**src/dpd_pkg.sv**
```systemverilog
// Shared types, character codes and helpers for the debug packet deframer.
`timescale 1ns / 1ps

package dpd_pkg;

  localparam logic [7:0] CH_OPEN  = 8'h24;
  localparam logic [7:0] CH_CLOSE = 8'h23;
  localparam logic [7:0] CH_BREAK = 8'h03;

  typedef enum logic [1:0] {
    EV_BODY  = 2'd0,
    EV_GOOD  = 2'd1,
    EV_BAD   = 2'd2,
    EV_BREAK = 2'd3
  } ev_t;

  typedef struct packed {
    logic       valid;
    ev_t        ev;
    logic [7:0] body;
    logic       first;
  } dpd_res_t;

  typedef struct packed {
    logic       ok;
    logic [3:0] val;
  } hex_t;

  // Decode one ASCII hex digit, either case; non-hex reads as zero.
  function automatic hex_t hex_decode(input logic [7:0] c);
    hex_t h;
    h.ok  = 1'b1;
    h.val = 4'h0;
    if (c inside {[8'h30:8'h39]}) begin
      h.val = c[3:0];
    end else if (c inside {[8'h41:8'h46], [8'h61:8'h66]}) begin
      h.val = c[3:0] + 4'd9;
    end else begin
      h.ok = 1'b0;
    end
    return h;
  endfunction

endpackage

```
**src/debug_packet_deframer_unit.sv**
```systemverilog
// Top level of the debug packet deframer: input register, framing core, result register.
//
//  channel | ports                                         | direction
//  --------+-----------------------------------------------+----------
//  in      | in_valid, in_stall, in_rx_byte                | byte in
//  out     | out_valid, out_stall, out_event_res,          | event out
//          | out_body_byte, out_first_of_packet            |
//
// One byte per cycle sustained while the result side does not stall; a byte is held
// in the input register, then its result is registered in the result register.
// Bytes with no result still pass through the core and update its state.
// A stall on the result side backs up one byte in the input register, then
// raises in_stall. Reset clears the framing state to idle and empties both registers.
`timescale 1ns / 1ps

module debug_packet_deframer_unit
  import dpd_pkg::*;
(
  input  logic       clk,
  input  logic       rst_n,
  input  logic       in_valid,
  output logic       in_stall,
  input  logic [7:0] in_rx_byte,
  output logic       out_valid,
  input  logic       out_stall,
  output logic [1:0] out_event_res,
  output logic [7:0] out_body_byte,
  output logic       out_first_of_packet
);

  logic       in_valid_r;
  logic [7:0] in_byte_r;
  logic       out_valid_r;
  ev_t        out_ev_r;
  logic [7:0] out_body_r;
  logic       out_first_r;

  logic       advance;
  dpd_res_t   res;

  // Advance the held byte into the core when the result slot is free or draining.
  assign advance  = in_valid_r && (!out_valid_r || !out_stall);
  assign in_stall = in_valid_r && !advance;

  dpd_core u_core (
    .clk     (clk),
    .rst_n   (rst_n),
    .step    (advance),
    .rx_byte (in_byte_r),
    .res     (res)
  );

  always_ff @(posedge clk) begin
    if (!rst_n) begin
      in_valid_r <= 1'b0;
    end else if (!in_stall) begin
      in_valid_r <= in_valid;
    end
  end

  always_ff @(posedge clk) begin
    if (!in_stall && in_valid) begin
      in_byte_r <= in_rx_byte;
    end
  end

  always_ff @(posedge clk) begin
    if (!rst_n) begin
      out_valid_r <= 1'b0;
    end else if (advance) begin
      out_valid_r <= res.valid;
    end else if (!out_stall) begin
      out_valid_r <= 1'b0;
    end
  end

  always_ff @(posedge clk) begin
    if (advance && res.valid) begin
      out_ev_r    <= res.ev;
      out_body_r  <= res.body;
      out_first_r <= res.first;
    end
  end

  assign out_valid           = out_valid_r;
  assign out_event_res       = out_ev_r;
  assign out_body_byte       = out_body_r;
  assign out_first_of_packet = out_first_r;

`ifndef ASSERT_OFF
  // A held byte is never overwritten while the core has not taken it.
  a_hold_input: assert property (@(posedge clk) disable iff (!rst_n)
    in_stall |=> (in_valid_r && $stable(in_byte_r)))
    else $error("held input byte lost");

  // Only body events carry a byte or the command flag.
  a_body_only: assert property (@(posedge clk) disable iff (!rst_n)
    (out_valid && out_event_res != EV_BODY) |-> (out_body_byte == 8'h00 && !out_first_of_packet))
    else $error("non-body event carries body data");

  // The core never steps while a stalled result still occupies the slot.
  a_no_overrun: assert property (@(posedge clk) disable iff (!rst_n)
    (out_valid_r && out_stall) |-> !advance)
    else $error("result overwritten while stalled");
`endif

endmodule

```
**src/dpd_core.sv**
```systemverilog
// Framing state machine: checksum accumulation and per-byte event decode.
`timescale 1ns / 1ps

module dpd_core
  import dpd_pkg::*;
(
  input  logic       clk,
  input  logic       rst_n,
  input  logic       step,
  input  logic [7:0] rx_byte,
  output dpd_res_t   res
);

  typedef enum logic [1:0] {
    PH_IDLE = 2'd0,
    PH_BODY = 2'd1,
    PH_CK1  = 2'd2,
    PH_CK2  = 2'd3
  } phase_t;

  phase_t     phase_r, phase_nxt;
  logic [7:0] sum_r, sum_nxt;
  logic [3:0] high_r, high_nxt;
  logic       high_ok_r, high_ok_nxt;
  logic       first_r, first_nxt;

  hex_t       hex;
  logic [7:0] ck_value;

  always_comb begin
    hex         = hex_decode(rx_byte);
    phase_nxt   = phase_r;
    sum_nxt     = sum_r;
    high_nxt    = high_r;
    high_ok_nxt = high_ok_r;
    first_nxt   = first_r;
    ck_value    = 8'h00;
    res.valid   = 1'b0;
    res.ev      = EV_BODY;
    res.body    = 8'h00;
    res.first   = 1'b0;
    case (phase_r)
      PH_IDLE: begin
        if (rx_byte == CH_OPEN) begin
          phase_nxt = PH_BODY;
          sum_nxt   = 8'h00;
          first_nxt = 1'b1;
        end else if (rx_byte == CH_BREAK) begin
          res.valid = 1'b1;
          res.ev    = EV_BREAK;
        end
      end
      PH_BODY: begin
        if (rx_byte == CH_CLOSE) begin
          phase_nxt = PH_CK1;
        end else begin
          sum_nxt   = sum_r + rx_byte;
          first_nxt = 1'b0;
          res.valid = 1'b1;
          res.body  = rx_byte;
          res.first = first_r;
        end
      end
      PH_CK1: begin
        high_ok_nxt = hex.ok;
        high_nxt    = hex.val;
        phase_nxt   = PH_CK2;
      end
      PH_CK2: begin
        // Bad high digit zeroes the value; bad low digit keeps the high one alone.
        if (!high_ok_r) ck_value = 8'h00;
        else if (hex.ok) ck_value = {high_r, hex.val};
        else ck_value = {4'h0, high_r};
        phase_nxt = PH_IDLE;
        first_nxt = 1'b1;
        res.valid = 1'b1;
        res.ev    = (ck_value == sum_r) ? EV_GOOD : EV_BAD;
      end
      default: begin
        phase_nxt = PH_IDLE;
      end
    endcase
  end

  always_ff @(posedge clk) begin
    if (!rst_n) begin
      phase_r   <= PH_IDLE;
      sum_r     <= 8'h00;
      high_r    <= 4'h0;
      high_ok_r <= 1'b0;
      first_r   <= 1'b1;
    end else if (step) begin
      phase_r   <= phase_nxt;
      sum_r     <= sum_nxt;
      high_r    <= high_nxt;
      high_ok_r <= high_ok_nxt;
      first_r   <= first_nxt;
    end
  end

`ifndef ASSERT_OFF
  // A closing byte in the body always lands on the first checksum digit.
  a_close_to_ck1: assert property (@(posedge clk) disable iff (!rst_n)
    (step && phase_r == PH_BODY && rx_byte == CH_CLOSE) |=> (phase_r == PH_CK1))
    else $error("close byte did not enter checksum phase");

  // The command-letter flag is set again whenever the block returns to idle.
  a_first_rearm: assert property (@(posedge clk) disable iff (!rst_n)
    (step && phase_r == PH_CK2) |=> (phase_r == PH_IDLE && first_r))
    else $error("command flag not rearmed after checksum");

  a_ck1_to_ck2: assert property (@(posedge clk) disable iff (!rst_n)
    (step && phase_r == PH_CK1) |=> (phase_r == PH_CK2))
    else $error("first checksum digit did not advance");
`endif

endmodule

```
**config.mk**
```make
export PLATFORM = sky130hd
export DESIGN_NAME = debug_packet_deframer_unit
export DESIGN_NICKNAME = d
export VERILOG_FILES = /design/src/dpd_pkg.sv /design/src/debug_packet_deframer_unit.sv /design/src/dpd_core.sv
export SDC_FILE = /design/constraint.sdc
export NUM_CORES = 1
export LEC_CHECK = 0
export BUFFER_PORTS_ARGS = -buffer_cell sky130_fd_sc_hd__clkbuf_2
export CORE_MARGIN = 10
export CORE_UTILIZATION = 44
export DETAILED_ROUTE_END_ITERATION = 6
export GPL_ROUTABILITY_DRIVEN = 0
export HOLD_SLACK_MARGIN = 0.12
export SKIP_CTS_REPAIR_TIMING = 1
export SLEW_MARGIN = 10
export SYNTH_ARGS = -nofsm -noshare
export SYNTH_HDL_FRONTEND = slang
export SYNTH_SLANG_ARGS = --single-unit
```
**constraint.sdc**
```tcl
create_clock -name clk -period 3.1 [get_ports clk]
set_input_delay 0.62 -clock clk [delete_from_list [all_inputs] [get_ports clk]]
set_output_delay 0.62 -clock clk [all_outputs]
set_load 0.005 [all_outputs]
```
# After elaboration in Yosys (flattened, before gate mapping)
# Index checks and enable logic that the tools add are counted.
# classes
addsub	2
magnitude_cmp	6
n_eq_ne	11
n_mux	24
bitwise	1
reduce_logical	21
# op_table
op	count
8-bit two-way mux	5
8-bit by 6-bit equality test with 1-bit output, second input constant	2
8-bit by 7-bit greater-or-equal comparator with 1-bit output, second input constant	2
8-bit by 7-bit <= comparator with 1-bit output, second input constant	2
8-bit case mux with 2 select lines	1
8-bit adder	1
8-bit by 2-bit equality test with 1-bit output, second input constant	1
8-bit equality test	1
8-bit by 6-bit greater-or-equal comparator with 1-bit output, second input constant	1
8-bit by 6-bit <= comparator with 1-bit output, second input constant	1
4-bit two-way mux	2
2-bit case mux with 4 select lines	1
4-bit AND reduction	2
1-bit logical AND	7
1-bit two-way mux	7
2-bit two-way mux	3
3-bit two-way mux	2
2-bit by 1-bit inequality test with 1-bit output, second input constant	3
1-bit case mux with 3 select lines	2
4-bit adder, second input constant	1
2-bit equality test, second input constant	2
1-bit logical NOT	4
2-bit case mux with 2 select lines	1
2-bit nonzero test	2
9 further kinds	9
# word_totals
register_bits	37
inputBits	12
output_inout_bits	13
elab_cells	76

# Logic depth before layout (Yosys ltp)
# depth
ltp_word	11
ltp_mapped	8

# By module
# From an unflattened synthesis, not the netlist that was laid out.
# hier_totals
hier_cells	212
hier_area_um2	2129.5
# by_module_without_submodules
mod	n_inst	cells_per_inst	area_each_um2	seq_area_each_um2
dpd_core	1	183	1467.7	320.3
debug_packet_deframer_unit	1	29	661.9	610.6

# Least setup slack after synthesis
# No wires, ideal clock.
# synth_timing
path_type	reg-to-reg
startpoint	register in_byte_r[1]
endpoint	register out_ev_r[0], in the netlist out_event_res[0], data pin
arrival_ps	2265
slack_ps	578
path_stages_with_launch	9
synth_period_minus_slack_ps	2522
path_cell_list	edfxtp_1 -> inv_1 -> ha_1 -> nor3b_1 -> nor3_2 -> a221o_1 -> o32ai_1 -> nor4_2 -> a32o_1
# synth_rtl
item	line_no	source
from (decl)	debug_packet_deframer_unit.sv:32	logic [7:0] in_byte_r;
from (signal assigned)	debug_packet_deframer_unit.sv:63	in_byte_r <= in_rx_byte;
to (signal assigned)	debug_packet_deframer_unit.sv:79	out_ev_r <= res.ev;
to (decl)	debug_packet_deframer_unit.sv:34	ev_t out_ev_r;

==> flow_metrics.tcl <==
set metrics [dict create \
    ys.warnings.count 0 \
    grt_max_degree 17 \
    clock-sinks 37 \
    rows 26 \
    num_vias 1928 \
    avgSynthCellArea_um2 9.72 \
    area_delta_synth_final_pct 11.5 \
    setup_ws_ns 0.371 \
    synth_top_area_share_pct 24.3 \
    detail_route.wl_per_cell_um 16.7 \
    clk_path_buf_depth 2 \
    fp.dieW_um 93.0 \
    ir_drop_v 0.000304 \
    cts.clk_slew.worst_paths_ns 0.07 \
    grt_use_total_pct 13.7 \
    yosys.area.top_type "edfxtp_1" \
    placed_area_um2 2530 \
    cp_max_fo 6 \
    die_h_um 93.0 \
    detailed_place_hpwl_um 4320 \
    tightestPinTransition_ns 0.782 \
    h-tree-depth 2 \
    finalPower_uw 914 \
    status "finished clean" \
    max_clock_freq_mhz 366 \
    cts_inserted_buffers 5 \
    synth_edf_count 19 \
    syn-cell-area_um2 2340 \
    rsz0062_at_grt "no" \
    maxSlewViolCount 0 \
    grt_pass1_wl_um 9590 \
    grt.overflow.total 0 \
    drtIter0Drc 173 \
    synthTopCellsByArea "edfxtp_1, dfxtp_1, ha_1" \
    ys_types 65 \
    vias_per_cell 5.70 \
    dp_slack_ns 0.407 \
    setup-tns-final_ns 0 \
    arrival_ns 2.78 \
    cap_viol_max_count 0 \
    final_nets 295 \
    finalInstanceArea_um2 2610 \
    path_cells "inv_1, ha_1, nor3b_1, nor3_2, a221o_1, o32ai_1, nor4_2, a32o_1" \
    critPathKind "reg -> reg" \
    drc_errors 0 \
    async_reset_ff_share_pct 0 \
    cp-end-kind "flop" \
    slew_headroom_pct 47.8 \
    clock_latency_ns 0.29 \
    drtAntennaViolNets 0 \
    die_area_um2 8650 \
    pin_count 25 \
    root_buffer "clkbuf_8" \
    hp-class "reg -> reg" \
    synth_nets 269 \
    antenna_found_initial 0 \
    cts_tree "yes" \
    min_period_ns 2.73 \
    ys_top_cells_by_count "edfxtp_1, dfxtp_1, nand2_1" \
    rrSetupSlack_ns 0.37 \
    drive_gt1_share_pct 16.8 \
    grt_pass1_vias 1927 \
    synth_flop_cell "edfxtp_1" \
    routed_wl_um 5640 \
    slowest_delay_ns 0.45 \
    portBuffers 24 \
    antenna-diode-count 0 \
    clock_skew_ns 0.00968 \
    initial_core_util_pct 45.6 \
    ys_seq_elements 37 \
    final_hold_viol_count 0 \
    ys_seq_area_share_pct 39.7 \
    core_um2 5140 \
    cp.required_ns 3.15 \
    p_leak_nw 0.983 \
    crit_path_start_kind "flop" \
    slowest_stage "edfxtp_1" \
    p_per_area_nw_per_um2 350 \
    setup_viol 0 \
    yosys.cell_count.top_type "edfxtp_1" \
    syn_inst 241 \
    firstDrtPassIters 5 \
    finalCritPeriodShare_pct 88.0 \
]
path summary, 6_finish.rpt:
path                                startpoint               end  cells after the start
worst max register to register    in_byte_r[0]  out_event_res[0]                      8
worst min register to register  u_core.first_r    u_core.first_r                      2
worst max-delay path              in_byte_r[0]  out_event_res[0]                      8
worst min-delay path            u_core.first_r    u_core.first_r                      2
state kept, by name (all words and copies together), names as in the netlist:
| signal | flops |
|---|---|
| u_core.sum_r | 8 |
| in_valid_r | 1 |
| out_valid | 1 |
| u_core.first_r | 1 |
| out_event_res | 2 |
| out_first_of_packet | 1 |
| in_byte_r | 8 |
| u_core.high_r | 4 |
| out_body_byte | 8 |
| u_core.high_ok_r | 1 |
| u_core.phase_r | 2 |
critical path: cells and delay by family, from the launching register on:
kind                     cells  cell delay [ns]
AO/OA/AOI/OAI                3             0.96
AND/OR/NAND/NOR              3             0.69
flip-flops                   1             0.45
adder cells (fa/ha/maj)      1             0.23
buffers and inverters        1             0.15
area by class of cell:
| cell class | count | area, um2 |
|---|---|---|
| Clock buffer | 7 | 76.3 |
| Fill cell | 520 | 2530 |
| Tap cell | 70 | 87.6 |
| Timing Repair Buffer | 26 | 135 |
| Inverter | 13 | 48.8 |
| Clock inverter | 1 | 5.00 |
| Multi-Input combinational cell | 184 | 1330 |
| Sequential cell | 37 | 931 |
report_power, final:
part	switching, mW	internal, mW	total (mW)
Clock	0.165	0.158	0.323
Sequential	0.0111	0.520	0.531
Combinational	0.0352	0.0252	0.0604
kinds of logic after synthesis:
kind of cell,Yosys count,share of synthesized area (%)
compound gates,61,19.2
xor+xnor,8,2.99
flops,37,39.7
buf+inv,20,3.58
fa+ha+maj,16,8.86
simple gates,95,23.9
mux,4,1.76
layer usage:
layer / part of all wire [%] / GRT usage (%) / vias to the layer above
met3: 6.8 / 3.68 / 9
met5: 0 / 0 / -
met4: 2.1 / 5.40 / 0
met2: 43 / 21.7 / 79
met1: 48 / 17.4 / 887
li1: - / - / 953
stage by stage:
stage / utilization, % / std cells / hold WS (ns)
floorplan: - / 241 / 0.437
global placement: 49.2 / 330 / 0.460
detailed placement: 49.2 / 330 / 0.475
CTS: 50.8 / 338 / 0.490
global route: 50.8 / 338 / 0.493
finish: 50.8 / 338 / 0.480
layout by cell type, fill, tap and decap left out, types with 3 or more instances in the layout:
master    netlist  routed
a31oi_1         3       3
a21oi_1        10      10
edfxtp_1       19      19
nor2_1         15      15
nor4_1          4       4
nor2b_1        11      11
o21ai_0         7       7
a21boi_1        4       4
nand2_1        18      18
and3_1          5       5
xor2_1          4       4
nor4bb_1        3       3
clkbuf_2        0      24
ha_1           15      15
and2_1          8       8
dfxtp_1        18      18
o211ai_1        3       3
clkbuf_8        0       5
nand3_1        11      11
mux2i_1         3       3
o21ai_1         5       5
inv_1          13      13
xnor2_1         4       4
a21o_1          3       3
(Power assumes the default switching activity.)
